--- config.mk ---
export PLATFORM = sky130hd
export DESIGN_NAME = piecewise_linear_envelope_top
export DESIGN_NICKNAME = d
export VERILOG_FILES = /design/src/hdl/ple_pkg.sv /design/src/hdl/ple_table.sv /design/src/hdl/ple_div.sv /design/src/hdl/piecewise_linear_envelope_top.sv
export SDC_FILE = /design/constraint.sdc
export NUM_CORES = 2
export LEC_CHECK = 0
export BUFFER_PORTS_ARGS = -buffer_cell sky130_fd_sc_hd__clkbuf_2
export CORE_ASPECT_RATIO = 1.75
export CORE_MARGIN = 3
export CORE_UTILIZATION = 38
export DETAILED_ROUTE_END_ITERATION = 10
export PLACE_DENSITY = 0.61
export SLEW_MARGIN = 20
export SYNTH_ARGS = -nofsm -noshare
export SYNTH_HDL_FRONTEND = slang
export SYNTH_SLANG_ARGS = --single-unit
--- constraint.sdc ---
create_clock -name clk -period 10.8 [get_ports clk]
set_input_delay 1.62 -clock clk [delete_from_list [all_inputs] [get_ports clk]]
set_output_delay 1.62 -clock clk [all_outputs]
set_load 0.02 [all_outputs]
--- src/hdl/ple_pkg.sv ---
// Shared types, widths and codes of the piecewise linear envelope generator.
package ple_pkg;

    // Default sizes handed to the top level parameters
    localparam int MAX_POINTS_DEF    = 16;
    localparam int DURATION_BITS_DEF = 16;

    // Fixed field widths
    localparam int LEVEL_W   = 16;
    localparam int POS_W     = 20;
    localparam int STEP_W    = 16;
    localparam int COUNT_W   = 5;
    localparam int INDEX_W   = 4;
    localparam int CMD_W     = 2;
    localparam int CFG_IDX_W = 2;
    localparam int CFG_DAT_W = 16;

    // Divider dividend: the advanced position (one carry bit) or the low product bits
    localparam int DVD_W     = (POS_W + 1 > LEVEL_W) ? POS_W + 1 : LEVEL_W;
    localparam int DIV_CNT_W = $clog2(DVD_W + 1);

    // Command codes
    typedef enum logic [CMD_W-1:0] {
        CMD_STEP    = 2'd0,
        CMD_QUERY   = 2'd1,
        CMD_WRITE   = 2'd2,
        CMD_RESTART = 2'd3
    } cmd_t;

    // Configuration register indexes
    typedef enum logic [CFG_IDX_W-1:0] {
        REG_POINT_COUNT = 2'd0,
        REG_ONE_SHOT    = 2'd1,
        REG_STEP_SIZE   = 2'd2,
        REG_UNUSED      = 2'd3
    } cfg_reg_t;

    // Divider request from the sequencer
    typedef struct packed {
        logic                 start;
        logic [DIV_CNT_W-1:0] steps;
    } div_req_t;

endpackage

--- src/hdl/ple_table.sv ---
// Breakpoint table: level and duration memories, duration valid bits.
module ple_table #(
    parameter int MAX_POINTS    = ple_pkg::MAX_POINTS_DEF,
    parameter int DURATION_BITS = ple_pkg::DURATION_BITS_DEF,
    parameter int IDX_W         = (MAX_POINTS > 1) ? $clog2(MAX_POINTS) : 1
) (
    input  logic                        clk,
    input  logic                        rst_n,
    input  logic                        wr_en,
    input  logic [IDX_W-1:0]            wr_addr,
    input  logic [ple_pkg::LEVEL_W-1:0] wr_level,
    input  logic [DURATION_BITS-1:0]    wr_dur,
    input  logic [IDX_W-1:0]            rd_addr,
    output logic [ple_pkg::LEVEL_W-1:0] rd_level,
    output logic [DURATION_BITS-1:0]    rd_dur
);

    logic [ple_pkg::LEVEL_W-1:0] mem_level [MAX_POINTS];
    logic [DURATION_BITS-1:0]    mem_dur   [MAX_POINTS];
    logic [MAX_POINTS-1:0]       valid_reg;
    logic                        rd_valid_reg;
    logic [ple_pkg::LEVEL_W-1:0] rd_level_reg;
    logic [DURATION_BITS-1:0]    rd_dur_reg;

    // Memory: one write port, one registered read port
    always_ff @(posedge clk)
    begin
        if (wr_en)
        begin
            mem_level[wr_addr] <= wr_level;
            mem_dur[wr_addr]   <= wr_dur;
        end
        rd_level_reg <= mem_level[rd_addr];
        rd_dur_reg   <= mem_dur[rd_addr];
    end

    // Duration valid bits, cleared by reset
    always_ff @(posedge clk or negedge rst_n)
    begin
        if (!rst_n)
        begin
            valid_reg    <= '0;
            rd_valid_reg <= 1'b0;
        end
        else
        begin
            if (wr_en)
            begin
                valid_reg[wr_addr] <= 1'b1;
            end
            rd_valid_reg <= valid_reg[rd_addr];
        end
    end

    // An unwritten duration reads as zero
    assign rd_level = rd_level_reg;
    assign rd_dur   = rd_valid_reg ? rd_dur_reg : '0;

endmodule

--- src/hdl/ple_div.sv ---
// Shared restoring divider, one quotient bit per cycle.
module ple_div #(
    parameter int TOT_W = 20
) (
    input  logic                        clk,
    input  logic                        rst_n,
    input  ple_pkg::div_req_t           req,
    input  logic [ple_pkg::DVD_W-1:0]   dividend,
    input  logic [TOT_W-1:0]            divisor,
    input  logic [TOT_W-1:0]            rem_init,
    output logic                        done,
    output logic [ple_pkg::LEVEL_W-1:0] quotient,
    output logic [TOT_W-1:0]            remainder
);

    logic                            busy_reg;
    logic                            done_reg;
    logic [ple_pkg::DIV_CNT_W-1:0]   cnt_reg;
    logic [ple_pkg::DVD_W-1:0]       dvd_reg;
    logic [TOT_W-1:0]                rem_reg;
    logic [TOT_W-1:0]                dsr_reg;
    logic [ple_pkg::LEVEL_W-1:0]     quo_reg;
    logic [TOT_W:0]                  shifted;
    logic [TOT_W:0]                  trial;
    logic                            ge;
    logic [TOT_W-1:0]                rem_step;

    // One shift and trial subtract
    always_comb
    begin
        shifted  = {rem_reg, dvd_reg[ple_pkg::DVD_W-1]};
        trial    = shifted - {1'b0, dsr_reg};
        ge       = (shifted >= {1'b0, dsr_reg});
        rem_step = ge ? trial[TOT_W-1:0] : shifted[TOT_W-1:0];
    end

    // Control
    always_ff @(posedge clk or negedge rst_n)
    begin
        if (!rst_n)
        begin
            busy_reg <= 1'b0;
            done_reg <= 1'b0;
            cnt_reg  <= '0;
        end
        else
        begin
            done_reg <= 1'b0;
            if (req.start)
            begin
                busy_reg <= 1'b1;
                cnt_reg  <= req.steps;
            end
            else if (busy_reg)
            begin
                cnt_reg <= cnt_reg - 1'b1;
                if (cnt_reg == ple_pkg::DIV_CNT_W'(1))
                begin
                    busy_reg <= 1'b0;
                    done_reg <= 1'b1;
                end
            end
        end
    end

    // Datapath
    always_ff @(posedge clk)
    begin
        if (req.start)
        begin
            dvd_reg <= dividend;
            rem_reg <= rem_init;
            dsr_reg <= divisor;
            quo_reg <= '0;
        end
        else if (busy_reg)
        begin
            dvd_reg <= {dvd_reg[ple_pkg::DVD_W-2:0], 1'b0};
            rem_reg <= rem_step;
            quo_reg <= {quo_reg[ple_pkg::LEVEL_W-2:0], ge};
        end
    end

    assign done      = done_reg;
    assign quotient  = quo_reg;
    assign remainder = rem_reg;

endmodule

--- src/hdl/piecewise_linear_envelope_top.sv ---
// Piecewise linear breakpoint envelope generator, top level and sequencer.
//
// Each item is one command: step (evaluate the frame position, then advance it by
// step_size modulo the loop total, or in one-shot mode hold it before the closing
// segment), query (evaluate any position), write a breakpoint, or restart. The
// block takes one item at a time. An evaluation scans the table one entry per
// cycle through the memory read port, then, for an item that hits a segment, runs
// a multiply and a 16 bit restoring divide for the interpolation. In loop mode a
// step then runs the same divider again over 21 bits to reduce the position
// modulo the total. The result waits in an output register, and the next item is
// accepted while it does. No clearing pass is needed after reset: unwritten
// durations read as zero through valid bits.
module piecewise_linear_envelope_top #(
    parameter int MAX_POINTS    = ple_pkg::MAX_POINTS_DEF,
    parameter int DURATION_BITS = ple_pkg::DURATION_BITS_DEF
) (
    input  logic                          clk,
    input  logic                          rst_n,
    // Configuration
    input  logic                          cfg_we,
    input  logic [ple_pkg::CFG_IDX_W-1:0] cfg_index,
    input  logic [ple_pkg::CFG_DAT_W-1:0] cfg_data,
    // Input channel
    input  logic                          in_valid,
    output logic                          in_ready,
    input  logic [ple_pkg::CMD_W-1:0]     cmd,
    input  logic [ple_pkg::POS_W-1:0]     query_position,
    input  logic [ple_pkg::INDEX_W-1:0]   point_index,
    input  logic [ple_pkg::LEVEL_W-1:0]   point_level,
    input  logic [15:0]                   point_duration,
    // Output channel
    output logic                          out_valid,
    input  logic                          out_ready,
    output logic [ple_pkg::LEVEL_W-1:0]   level,
    output logic [ple_pkg::POS_W-1:0]     position_used,
    output logic                          in_range,
    output logic                          held
);

    localparam int IDX_W = (MAX_POINTS > 1) ? $clog2(MAX_POINTS) : 1;
    localparam int CNT_W = $clog2(MAX_POINTS + 1);
    localparam int TOT_W = DURATION_BITS + $clog2(MAX_POINTS);
    localparam int MUL_W = ple_pkg::LEVEL_W + DURATION_BITS;
    localparam int CMP_W = (TOT_W + 1 > ple_pkg::POS_W) ? TOT_W + 1 : ple_pkg::POS_W;
    localparam int ADV_W = (TOT_W > ple_pkg::POS_W + 1) ? TOT_W : ple_pkg::POS_W + 1;
    localparam int LW    = ple_pkg::LEVEL_W;
    localparam int PW    = ple_pkg::POS_W;

    typedef enum logic [6:0] {
        S_IDLE  = 7'b0000001,
        S_SCAN  = 7'b0000010,
        S_MUL   = 7'b0000100,
        S_DGO   = 7'b0001000,
        S_DWAIT = 7'b0010000,
        S_ADV   = 7'b0100000,
        S_OUT   = 7'b1000000
    } state_t;

    // Control registers
    state_t                       state_reg, state_next;
    logic                         out_valid_reg, out_valid_next;
    logic [PW-1:0]                frame_reg, frame_next;
    logic [CNT_W-1:0]             issue_reg, issue_next;
    logic [CNT_W-1:0]             proc_reg, proc_next;
    logic                         rv_reg, rv_next;
    logic                         found_reg, found_next;
    logic                         mod_phase_reg, mod_phase_next;
    logic [ple_pkg::COUNT_W-1:0]  point_count_reg;
    logic                         one_shot_reg;
    logic [ple_pkg::STEP_W-1:0]   step_size_reg;

    // Item registers
    ple_pkg::cmd_t                cmd_reg, cmd_next;
    logic [PW-1:0]                pos_reg, pos_next;
    logic [TOT_W-1:0]             start_reg, start_next;
    logic [IDX_W-1:0]             seg_reg, seg_next;
    logic [DURATION_BITS-1:0]     off_reg, off_next;
    logic [DURATION_BITS-1:0]     dur_sel_reg, dur_sel_next;
    logic [DURATION_BITS-1:0]     dur_last_reg, dur_last_next;
    logic [LW-1:0]                p0_reg, p0_next;
    logic [LW-1:0]                p1_reg, p1_next;
    logic [LW-1:0]                lvl0_reg, lvl0_next;
    logic                         up_reg, up_next;
    logic [MUL_W-1:0]             num_reg, num_next;
    logic [LW-1:0]                level_reg, level_next;
    logic                         held_reg, held_next;
    logic [LW-1:0]                out_level_reg, out_level_next;
    logic [PW-1:0]                out_pos_reg, out_pos_next;
    logic                         out_range_reg, out_range_next;
    logic                         out_held_reg, out_held_next;

    // Combinational helpers
    logic [CNT_W-1:0]             n_eff;
    logic [CNT_W-1:0]             n_m1;
    logic                         accept;
    logic                         tbl_wr_en;
    logic [IDX_W-1:0]             tbl_rd_addr;
    logic [LW-1:0]                tbl_rd_level;
    logic [DURATION_BITS-1:0]     tbl_rd_dur;
    logic [CMP_W-1:0]             pos_c, st_c, end_c;
    logic                         hit;
    logic [LW-1:0]                p1_sel;
    logic [LW-1:0]                diff;
    logic [ple_pkg::DVD_W-1:0]    next_pos;
    logic [ADV_W-1:0]             lim;
    ple_pkg::div_req_t            div_req;
    logic [ple_pkg::DVD_W-1:0]    div_dividend;
    logic [TOT_W-1:0]             div_divisor;
    logic [TOT_W-1:0]             div_rem_init;
    logic                         div_done;
    logic [LW-1:0]                div_quo;
    logic [TOT_W-1:0]             div_rem;

    // Effective point count: zero acts as one, clipped to the table size
    always_comb
    begin
        if (point_count_reg == '0)
        begin
            n_eff = CNT_W'(1);
        end
        else if (32'(point_count_reg) > MAX_POINTS)
        begin
            n_eff = CNT_W'(MAX_POINTS);
        end
        else
        begin
            n_eff = CNT_W'(point_count_reg);
        end
        n_m1 = n_eff - 1'b1;
    end

    assign in_ready  = (state_reg == S_IDLE);
    assign accept    = in_valid && in_ready;
    assign tbl_wr_en = accept && (ple_pkg::cmd_t'(cmd) == ple_pkg::CMD_WRITE)
                       && (32'(point_index) < MAX_POINTS);

    // Configuration writes
    always_ff @(posedge clk or negedge rst_n)
    begin
        if (!rst_n)
        begin
            point_count_reg <= ple_pkg::COUNT_W'(1);
            one_shot_reg    <= 1'b0;
            step_size_reg   <= ple_pkg::STEP_W'(1);
        end
        else if (cfg_we)
        begin
            unique case (ple_pkg::cfg_reg_t'(cfg_index))
                ple_pkg::REG_POINT_COUNT: point_count_reg <= cfg_data[ple_pkg::COUNT_W-1:0];
                ple_pkg::REG_ONE_SHOT:    one_shot_reg    <= cfg_data[0];
                ple_pkg::REG_STEP_SIZE:   step_size_reg   <= cfg_data[ple_pkg::STEP_W-1:0];
                default:                  ;
            endcase
        end
    end

    // Breakpoint table
    ple_table #(
        .MAX_POINTS    (MAX_POINTS),
        .DURATION_BITS (DURATION_BITS),
        .IDX_W         (IDX_W)
    ) u_table (
        .clk      (clk),
        .rst_n    (rst_n),
        .wr_en    (tbl_wr_en),
        .wr_addr  (IDX_W'(point_index)),
        .wr_level (point_level),
        .wr_dur   (DURATION_BITS'(point_duration)),
        .rd_addr  (tbl_rd_addr),
        .rd_level (tbl_rd_level),
        .rd_dur   (tbl_rd_dur)
    );

    // Segment match against the running start
    always_comb
    begin
        pos_c = CMP_W'(pos_reg);
        st_c  = CMP_W'(start_reg);
        end_c = st_c + CMP_W'(tbl_rd_dur);
        hit   = !found_reg && (tbl_rd_dur != '0) && (pos_c >= st_c) && (pos_c < end_c);
    end

    // Closing segment ramps back to the first level
    assign p1_sel   = (CNT_W'(seg_reg) == n_m1) ? lvl0_reg : p1_reg;
    assign diff     = (p1_sel >= p0_reg) ? (p1_sel - p0_reg) : (p0_reg - p1_sel);
    assign next_pos = ple_pkg::DVD_W'(pos_reg) + ple_pkg::DVD_W'(step_size_reg);
    assign lim      = ADV_W'(start_reg) - ADV_W'(dur_last_reg);

    // Divider operands: interpolation quotient, or position modulo the total
    always_comb
    begin
        div_req.start = (state_reg == S_DGO);
        if (mod_phase_reg)
        begin
            div_req.steps = ple_pkg::DIV_CNT_W'(ple_pkg::DVD_W);
            div_dividend  = next_pos;
            div_divisor   = start_reg;
            div_rem_init  = '0;
        end
        else
        begin
            div_req.steps = ple_pkg::DIV_CNT_W'(LW);
            div_dividend  = {num_reg[LW-1:0], {(ple_pkg::DVD_W - LW){1'b0}}};
            div_divisor   = TOT_W'(dur_sel_reg);
            div_rem_init  = TOT_W'(num_reg[MUL_W-1:LW]);
        end
    end

    ple_div #(
        .TOT_W (TOT_W)
    ) u_div (
        .clk       (clk),
        .rst_n     (rst_n),
        .req       (div_req),
        .dividend  (div_dividend),
        .divisor   (div_divisor),
        .rem_init  (div_rem_init),
        .done      (div_done),
        .quotient  (div_quo),
        .remainder (div_rem)
    );

    // Sequencer
    always_comb
    begin
        state_next     = state_reg;
        out_valid_next = out_valid_reg && !out_ready;
        frame_next     = frame_reg;
        issue_next     = issue_reg;
        proc_next      = proc_reg;
        rv_next        = 1'b0;
        found_next     = found_reg;
        mod_phase_next = mod_phase_reg;
        cmd_next       = cmd_reg;
        pos_next       = pos_reg;
        start_next     = start_reg;
        seg_next       = seg_reg;
        off_next       = off_reg;
        dur_sel_next   = dur_sel_reg;
        dur_last_next  = dur_last_reg;
        p0_next        = p0_reg;
        p1_next        = p1_reg;
        lvl0_next      = lvl0_reg;
        up_next        = up_reg;
        num_next       = num_reg;
        level_next     = level_reg;
        held_next      = held_reg;
        out_level_next = out_level_reg;
        out_pos_next   = out_pos_reg;
        out_range_next = out_range_reg;
        out_held_next  = out_held_reg;
        tbl_rd_addr    = '0;

        unique case (state_reg)
            S_IDLE:
            begin
                if (accept)
                begin
                    cmd_next       = ple_pkg::cmd_t'(cmd);
                    issue_next     = '0;
                    proc_next      = '0;
                    found_next     = 1'b0;
                    mod_phase_next = 1'b0;
                    start_next     = '0;
                    level_next     = '0;
                    held_next      = 1'b0;
                    unique case (ple_pkg::cmd_t'(cmd))
                        ple_pkg::CMD_STEP:
                        begin
                            pos_next   = frame_reg;
                            state_next = S_SCAN;
                        end
                        ple_pkg::CMD_QUERY:
                        begin
                            pos_next   = query_position;
                            state_next = S_SCAN;
                        end
                        ple_pkg::CMD_WRITE:
                        begin
                            pos_next   = '0;
                            state_next = S_OUT;
                        end
                        default:
                        begin
                            frame_next = '0;
                            pos_next   = '0;
                            state_next = S_OUT;
                        end
                    endcase
                end
            end

            S_SCAN:
            begin
                // Issue one read a cycle, process its data in the cycle after
                if (issue_reg < n_eff)
                begin
                    tbl_rd_addr = issue_reg[IDX_W-1:0];
                    issue_next  = issue_reg + 1'b1;
                    rv_next     = 1'b1;
                end
                if (rv_reg)
                begin
                    if (proc_reg == '0)
                    begin
                        lvl0_next = tbl_rd_level;
                    end
                    if (found_reg && (proc_reg == CNT_W'(seg_reg) + 1'b1))
                    begin
                        p1_next = tbl_rd_level;
                    end
                    if (hit)
                    begin
                        found_next   = 1'b1;
                        seg_next     = proc_reg[IDX_W-1:0];
                        p0_next      = tbl_rd_level;
                        off_next     = DURATION_BITS'(pos_c - st_c);
                        dur_sel_next = tbl_rd_dur;
                    end
                    if (proc_reg == n_m1)
                    begin
                        dur_last_next = tbl_rd_dur;
                        if (found_next)
                        begin
                            state_next = S_MUL;
                        end
                        else if (cmd_reg == ple_pkg::CMD_STEP)
                        begin
                            state_next = S_ADV;
                        end
                        else
                        begin
                            state_next = S_OUT;
                        end
                    end
                    start_next = start_reg + TOT_W'(tbl_rd_dur);
                    proc_next  = proc_reg + 1'b1;
                end
            end

            S_MUL:
            begin
                up_next    = (p1_sel >= p0_reg);
                num_next   = MUL_W'(diff) * MUL_W'(off_reg);
                state_next = S_DGO;
            end

            S_DGO:
            begin
                state_next = S_DWAIT;
            end

            S_DWAIT:
            begin
                if (div_done)
                begin
                    if (!mod_phase_reg)
                    begin
                        // Rising ramp floors, falling ramp rounds the drop up
                        if (up_reg)
                        begin
                            level_next = p0_reg + div_quo;
                        end
                        else
                        begin
                            level_next = p0_reg - div_quo - LW'(div_rem != '0);
                        end
                        state_next = (cmd_reg == ple_pkg::CMD_STEP) ? S_ADV : S_OUT;
                    end
                    else
                    begin
                        frame_next = PW'(div_rem);
                        state_next = S_OUT;
                    end
                end
            end

            S_ADV:
            begin
                if (one_shot_reg)
                begin
                    // Hold once the closing segment would be entered
                    if (ADV_W'(next_pos) < lim)
                    begin
                        frame_next = PW'(next_pos);
                    end
                    else
                    begin
                        held_next = 1'b1;
                    end
                    state_next = S_OUT;
                end
                else if (start_reg == '0)
                begin
                    frame_next = '0;
                    state_next = S_OUT;
                end
                else
                begin
                    mod_phase_next = 1'b1;
                    state_next     = S_DGO;
                end
            end

            S_OUT:
            begin
                if (!out_valid_reg || out_ready)
                begin
                    out_level_next = level_reg;
                    out_pos_next   = pos_reg;
                    out_range_next = found_reg;
                    out_held_next  = held_reg;
                    out_valid_next = 1'b1;
                    state_next     = S_IDLE;
                end
            end

            default:
            begin
                state_next = S_IDLE;
            end
        endcase
    end

    // Control state
    always_ff @(posedge clk or negedge rst_n)
    begin
        if (!rst_n)
        begin
            state_reg     <= S_IDLE;
            out_valid_reg <= 1'b0;
            frame_reg     <= '0;
            issue_reg     <= '0;
            proc_reg      <= '0;
            rv_reg        <= 1'b0;
            found_reg     <= 1'b0;
            mod_phase_reg <= 1'b0;
        end
        else
        begin
            state_reg     <= state_next;
            out_valid_reg <= out_valid_next;
            frame_reg     <= frame_next;
            issue_reg     <= issue_next;
            proc_reg      <= proc_next;
            rv_reg        <= rv_next;
            found_reg     <= found_next;
            mod_phase_reg <= mod_phase_next;
        end
    end

    // Item payload
    always_ff @(posedge clk)
    begin
        cmd_reg       <= cmd_next;
        pos_reg       <= pos_next;
        start_reg     <= start_next;
        seg_reg       <= seg_next;
        off_reg       <= off_next;
        dur_sel_reg   <= dur_sel_next;
        dur_last_reg  <= dur_last_next;
        p0_reg        <= p0_next;
        p1_reg        <= p1_next;
        lvl0_reg      <= lvl0_next;
        up_reg        <= up_next;
        num_reg       <= num_next;
        level_reg     <= level_next;
        held_reg      <= held_next;
        out_level_reg <= out_level_next;
        out_pos_reg   <= out_pos_next;
        out_range_reg <= out_range_next;
        out_held_reg  <= out_held_next;
    end

    assign out_valid     = out_valid_reg;
    assign level         = out_level_reg;
    assign position_used = out_pos_reg;
    assign in_range      = out_range_reg;
    assign held          = out_held_reg;

    // Checks
    a_offset_in_segment: assert property (@(posedge clk) disable iff (!rst_n)
        found_reg |-> (off_reg < dur_sel_reg))
        else $error("segment offset not below its duration");

    a_div_done_waited: assert property (@(posedge clk) disable iff (!rst_n)
        div_done |-> (state_reg == S_DWAIT))
        else $error("divider finished while sequencer not waiting");

    a_result_from_out: assert property (@(posedge clk) disable iff (!rst_n)
        $rose(out_valid_reg) |-> ($past(state_reg) == S_OUT))
        else $error("result raised outside the output state");

    a_idle_after_load: assert property (@(posedge clk) disable iff (!rst_n)
        ((state_reg == S_OUT) && (!out_valid_reg || out_ready)) |=> in_ready)
        else $error("sequencer not idle after loading a result");

endmodule
# ---- After elaboration in Yosys (flattened, before gate mapping)
# Memory sizes are Yosys's and may differ from the RTL's. A register that Yosys moved wholly into a read port is not among the register bits.
# Index checks and enable logic that the tools add are counted.
dict set report classes {
  add_sub_neg 16
  n_mul 1
  magnitude_cmp 10
  n_eq_ne 30
  mux 80
  n_bitwise 1
  reduce_logical 43
}
# operator n
set ops {}
lappend ops {{$mux 20} 12}
lappend ops {{$mux 16} 9}
lappend ops {{$pmux 20 s2} 2}
lappend ops {{$mux 7} 11}
lappend ops {{$sub 16x16->16} 4}
lappend ops {{$mux 21} 3}
lappend ops {{$pmux 20 s3} 1}
lappend ops {{$pmux 7 s7} 1}
lappend ops {{$add 20x16->21} 2}
lappend ops {{$mux 5} 7}
lappend ops {{$mul 16x16->32} 1}
lappend ops {{$pmux 16 s2} 1}
lappend ops {{$mux 1} 23}
lappend ops {{$ne 2x2->1 const B} 11}
lappend ops {{$ge 21x20->1} 1}
lappend ops {{$lt 20x21->1} 1}
lappend ops {{$lt 21x21->1} 1}
lappend ops {{$sub 20x16->21} 1}
lappend ops {{$add 20x16->20} 1}
lappend ops {{$ge 20x20->1} 1}
lappend ops {{$logic_not 20->1} 1}
lappend ops {{$pmux 5 s2} 2}
lappend ops {{$reduce_bool 20->1} 1}
lappend ops {{$sub 20x20->20} 1}
lappend ops {{45 further kinds} 82}
dict set report totals {
  register_bits 394
  ramBits 512
  input_bits 81
  output_inout_bits 40
  elab_cells 222
  memories 2
}
# name words word_bits rd rd_ports_with_merged_regs write_ports line_no
set memory_table {}
lappend memory_table {u_table.mem_dur 16 16 1 1 1 ple_table.sv:19} ;# logic [DURATION_BITS-1:0] mem_dur [MAX_POINTS];
lappend memory_table {u_table.mem_level 16 16 1 1 1 ple_table.sv:18} ;# logic [ple_pkg::LEVEL_W-1:0] mem_level [MAX_POINTS];

# ---- Logic depth before layout (Yosys ltp)
dict set report logic_depth {
  depth_word 12
  mapped_depth 44
  ltp_nobuf 41
}

# ---- Modules after synthesis
# From an unflattened synthesis, not the netlist that was laid out.
dict set report unflattened {
  cells_unflattened 4083
  hier_area_um2 52803.1
}
# mod instances cells_per_inst area_each_um2 seq_area_each_um2
set modules_own_cells {}
lappend modules_own_cells {piecewise_linear_envelope_top 1 2764 27477.6 8486.9}
lappend modules_own_cells {ple_table 1 897 20628.5 16440.8}
lappend modules_own_cells {ple_div 1 422 4697.0 2327.2}

# ---- Least setup slack after synthesis
# No wires, ideal clock.
dict set report synth_path {
  path_type {reg2reg}
  from {register point_count_reg[3] (netlist bit)}
  to {register num_reg[31], data pin}
  setup_ns 0.261
  t_arrival_ns 10.309
  required_time_ns 10.539
  path_slack_ns 0.229
  path_stages_with_launch 42
  path_buffers 4
  synth_period_minus_slack_ns 10.571
  cell_sequence {dfrtp_1 > buf_6 > nor3_1 > o21ai_0 > ha_1 > xor2_1 > a21oi_1 > o22ai_1 > nand3_1 > clkbuf_1 > mux2_2 > ha_1 > buf_2 > a21oi_1 > o21ai_0 > or2_2 > o31a_1 > o32ai_1 > [... 6 more ...] > fa_1 > fa_1 > fa_1 > inv_1 > fa_1 > inv_1 > fa_1 > inv_1 > ha_1 > a21o_1 > a22oi_1 > o2111ai_1 > nand2_1 > o311ai_0 > or4_1 > a31oi_1 > o21ai_0 > xnor2_1}
}
dict set report synth_between {
  elab_chain_len 9
  elab_cells_between_ends 12
  cone_classes {add/sub: 3; mul: 1; order compare: 2; eq/ne: 1; mux: 4; reduce/logical: 1}
}
# element line_no
set synth_lines {}
lappend synth_lines {{start, declared} piecewise_linear_envelope_top.sv:68} ;# logic [ple_pkg::COUNT_W-1:0] point_count_reg;
lappend synth_lines {{start signal, assigned} piecewise_linear_envelope_top.sv:142} ;# point_count_reg <= ple_pkg::COUNT_W'(1);
lappend synth_lines {{start signal, assigned} piecewise_linear_envelope_top.sv:149} ;# ple_pkg::REG_POINT_COUNT: point_count_reg <= cfg_data[ple_pkg::COUNT_W-1:0];
lappend synth_lines {{$gt 5x5->1} piecewise_linear_envelope_top.sv:121} ;# else if (32'(point_count_reg) > MAX_POINTS)
lappend synth_lines {{$mux 5} piecewise_linear_envelope_top.sv:121}
lappend synth_lines {{$mux 5 (*)} piecewise_linear_envelope_top.sv:117} ;# if (point_count_reg == '0)
lappend synth_lines {{$sub 5x1->5 (*)} piecewise_linear_envelope_top.sv:129} ;# n_m1 = n_eff - 1'b1;
lappend synth_lines {{$eq 4x5->1 (*)} piecewise_linear_envelope_top.sv:184} ;# assign p1_sel = (CNT_W'(seg_reg) == n_m1) ? lvl0_reg : p1_reg;
lappend synth_lines {{$mux 16 (*)} piecewise_linear_envelope_top.sv:184}
lappend synth_lines {{$sub 16x16->16 / $ge 16x16->1 (equally long branches)} piecewise_linear_envelope_top.sv:185} ;# assign diff = (p1_sel >= p0_reg) ? (p1_sel - p0_reg) : (p0_reg - p1_sel);
lappend synth_lines {{$mux 16 (*)} piecewise_linear_envelope_top.sv:185}
lappend synth_lines {{$mul 16x16->32 (*)} piecewise_linear_envelope_top.sv:344} ;# num_next = MUL_W'(diff) * MUL_W'(off_reg);
lappend synth_lines {{end signal, assigned} piecewise_linear_envelope_top.sv:466} ;# num_reg <= num_next;
lappend synth_lines {{end, declared} piecewise_linear_envelope_top.sv:84} ;# logic [MUL_W-1:0] num_reg, num_next;
# Mark *: on every way between the ends. The rest lies on a longest branch, timed or not.
# A chain may end at the register's enable or synchronous reset.

# ---- Worst setup path in the final report
dict set report layout_path {
  from {register point_count_reg[1] (netlist bit)}
  to {register num_reg[31], data pin}
}
# Same word-level chain as after synthesis.

==> run summary <==
Cell area after layout: 58,900 um2
CP endpoint kind: register
CP bufs+invs: 8
Mapped cell area: 52,800 um2
Initial DRT Pass Iterations: 5
Worst-margin pin slew: 1050 ps
Part of the cycle the worst path needs: 95.0%
CP Launch Type: register
GRT overflow: 0
# port buffers: 120
Initial antenna violation count: 15
Largest net degree at the start of global routing: 67
Drt via density: 5.38
Die H: 499 um
Wire length per cell: 22.6 um
Critical Path RT: 11,220 ps
Share of cells above drive strength 1: 14.3%
Final core occ: 42.8%
Pwr/cell area: 261 nW/um2
Number of max-slew violations in the final report: 0
Slew HR: 29.9%
DRC errors left: 0
Top FF cell, synth: edfxtp_1
HP Class: register to register
H-tree depth: 3
Mapped Cells: 4,328
Critical path arrival: 10,680 ps
CTS Sinks: 938
Antenna Nets Post-Route: 0
Cell mode on critical path: fa_1
Post-layout min period: 10,260 ps
Total negative slack: 0 ps
Setup-failing EPs final: 0
Vias: 34,300
DP Wirelength: 103,000 um
Number of global-route vias before repair: 36,200
YS warnings: 0
Top cell type's share of synthesized area: 45.7%
Post-DP Area: 55,900 um2
WS Path Type: register to register
Fillers: 12,700
Chip Width: 288 um
CP peak stage delay: 550 ps
Initial DRC count: 2,115
I/O pin total: 121
CTS Hold Bufs: 0
Synth Net Count: 4,929
Async set-or-reset flop fraction in the synthesized netlist: 9.28%
Synth Register Bits: 938
Clock root buffer: clkbuf_16
Outcome: complete, no violations
CP delay by family, top: adder cells
# rows: 180
TritonCTS clock tree: yes
Clock skew: 44.8 ps
Mean Syn Cell Area: 12.2 um2
Initial cell density of the core: 38.3%
Critical Path Fanout Max: 16
Worst VDD drop: 0.607 mV
Area of the die: 144,000 um2
Latest clock arrival within the worst-skew pair: 690 ps
RSZ-0062 raised after global routing: no
Post-synth EDFFs: 803
Post-synthesis sequential area ratio: 51.7%
Nets@finish: 5,073
Biggest regs: u_table.mem_dur (256), u_table.mem_level (256)
Synth area leaders: edfxtp_1 46%, fa_1 7.7%, ha_1 7.5%
GRT Overall Usage: 20.1%
First-pass GRT wire length: 218,000 um
Leakage: 0.0231 uW
Max-cap viol count: 0
Crit-path slowest cell: fa_1
Num CTS Buffers: 85
Clock buffer depth: 3
Max Fclk: 0.0975 GHz
GP Congestion: 0.907
Layout area overhead: 11.6%
Distinct cells, synth: 96
Detailed Route WL: 144,000 um
Yosys top cell by area: edfxtp_1
Final Hold Fails: 0
CTS clock-pin slew for the worst setup and hold paths: 70 ps
Core ar.: 138,000 um2
[power breakdown]
| group | switching (uW) | internal (uW) |
|---|---|---|
| Combinational | 4690 | 3010 |
| Sequential | 219 | 4420 |
| Clock | 1390 | 1660 |
| Total | 6300 | 9090 |
[layout make-up]
type	instances	area [um2]	area share (%)
multi-input combinational	2817	23600	40.1
inverter	402	1510	2.56
clock buffer	107	2240	3.80
tap	1820	2280	3.87
timing repair buffer	228	1460	2.48
antenna	6	15.0	0.0255
sequential	938	27300	46.3
clock inverter	48	522	0.886
[synth_stat cells, drive strengths merged, types with 9 or more instances]
cell and instances:
a211oi 26, a21o 59, a21oi 178, a221oi 9, a22o 17, a31oi 53
and2 126, and3 24, buf 38, clkbuf 133, dfrtp 84, dfxtp 48
edfxtp 803, fa 204, ha 316, inv 400, mux2 109, mux2i 94
mux4 66, nand2 405, nand2b 36, nand3 114, nand3b 14, nand4 20
nor2 276, nor2b 35, nor3 45, nor4 24, o2111ai 39, o211a 12
o211ai 28, o21a 18, o21ai 142, o21bai 18, o221a 10, o31ai 13
or2 24, or3 15, xnor2 105, xor2 53
[worst paths after layout]
path | from | to | slack (ps) | depth (start not counted)
hold / removal | level_reg[15] | level[15] | 420 | 0
setup / recovery | point_count_reg[1] | num_reg[31] | 540 | 41
hold reg to reg | level_reg[15] | level[15] | 420 | 0
min in group asynchronous | rst_n | frame_reg[14] | 840 | 1
setup reg to reg | point_count_reg[1] | num_reg[31] | 540 | 41
max in group asynchronous | rst_n | issue_reg[3] | 8580 | 2
[cells by family after synthesis]
family | after synthesis | synth area share, %
and+or+nand+nor | 1185 | 10.7
buffers and inverters | 573 | 4.18
adders and majority gates | 520 | 15.2
muxes | 269 | 6.94
AOI/OAI and AO/OA | 685 | 8.70
DFF | 938 | 51.7
xor gates and xnor gates | 158 | 2.64
[per-stage QoR]
step	setup slack (ps)	hold slack (ps)	instances	power, uW
3_3_place_gp	82.9	402	6198	12300
2_1_floorplan	229	400	4328	9690
5_1_grt	33.2	427	6361	16400
6_report	541	417	6366	15400
3_5_place_dp	58.1	405	6198	12400
4_1_cts	31.0	420	6353	15500
[timing repair]
item                       in CTS  in global routing
setup buffers                   0                  6
gates resized for setup         0                 21
setup endpoints to repair       0                 12
[routing by layer]
metal	global-route usage, %	vias to the layer above	wire length (um)
met3	2.79	297	6680
met5	0	-	82
met4	11.0	12	8600
li1	-	15700	-
met2	36.9	851	76200
met1	22.3	17400	52600
[cell usage in the layout, fill, tap and decap left out, types with 19 or more instances in the layout]
master | Yosys | final
nor4_1 | 23 | 19
a211oi_1 | 26 | 24
xnor2_1 | 104 | 102
ha_1 | 316 | 316
xor2_1 | 53 | 53
mux2i_1 | 93 | 92
and3_1 | 24 | 24
nand2b_1 | 36 | 35
and2_1 | 126 | 124
buf_4 | 3 | 104
fa_1 | 204 | 204
nor2b_1 | 35 | 33
clkbuf_16 | 0 | 85
mux2_2 | 108 | 108
nor3_1 | 45 | 38
inv_1 | 399 | 398
dfrtp_1 | 84 | 80
dfxtp_1 | 48 | 48
o21ai_0 | 140 | 138
nand4_1 | 20 | 20
o2111ai_1 | 39 | 39
mux4_2 | 66 | 66
nor2_1 | 273 | 261
a21o_1 | 59 | 59
or2_2 | 24 | 24
a21oi_1 | 178 | 177
o211ai_1 | 27 | 27
nand3_1 | 112 | 112
a31oi_1 | 53 | 52
clkbuf_2 | 0 | 119
edfxtp_1 | 803 | 803
clkbuf_1 | 133 | 19
nand2_1 | 404 | 403
Note: power is estimated with default switching activity, not from simulation.
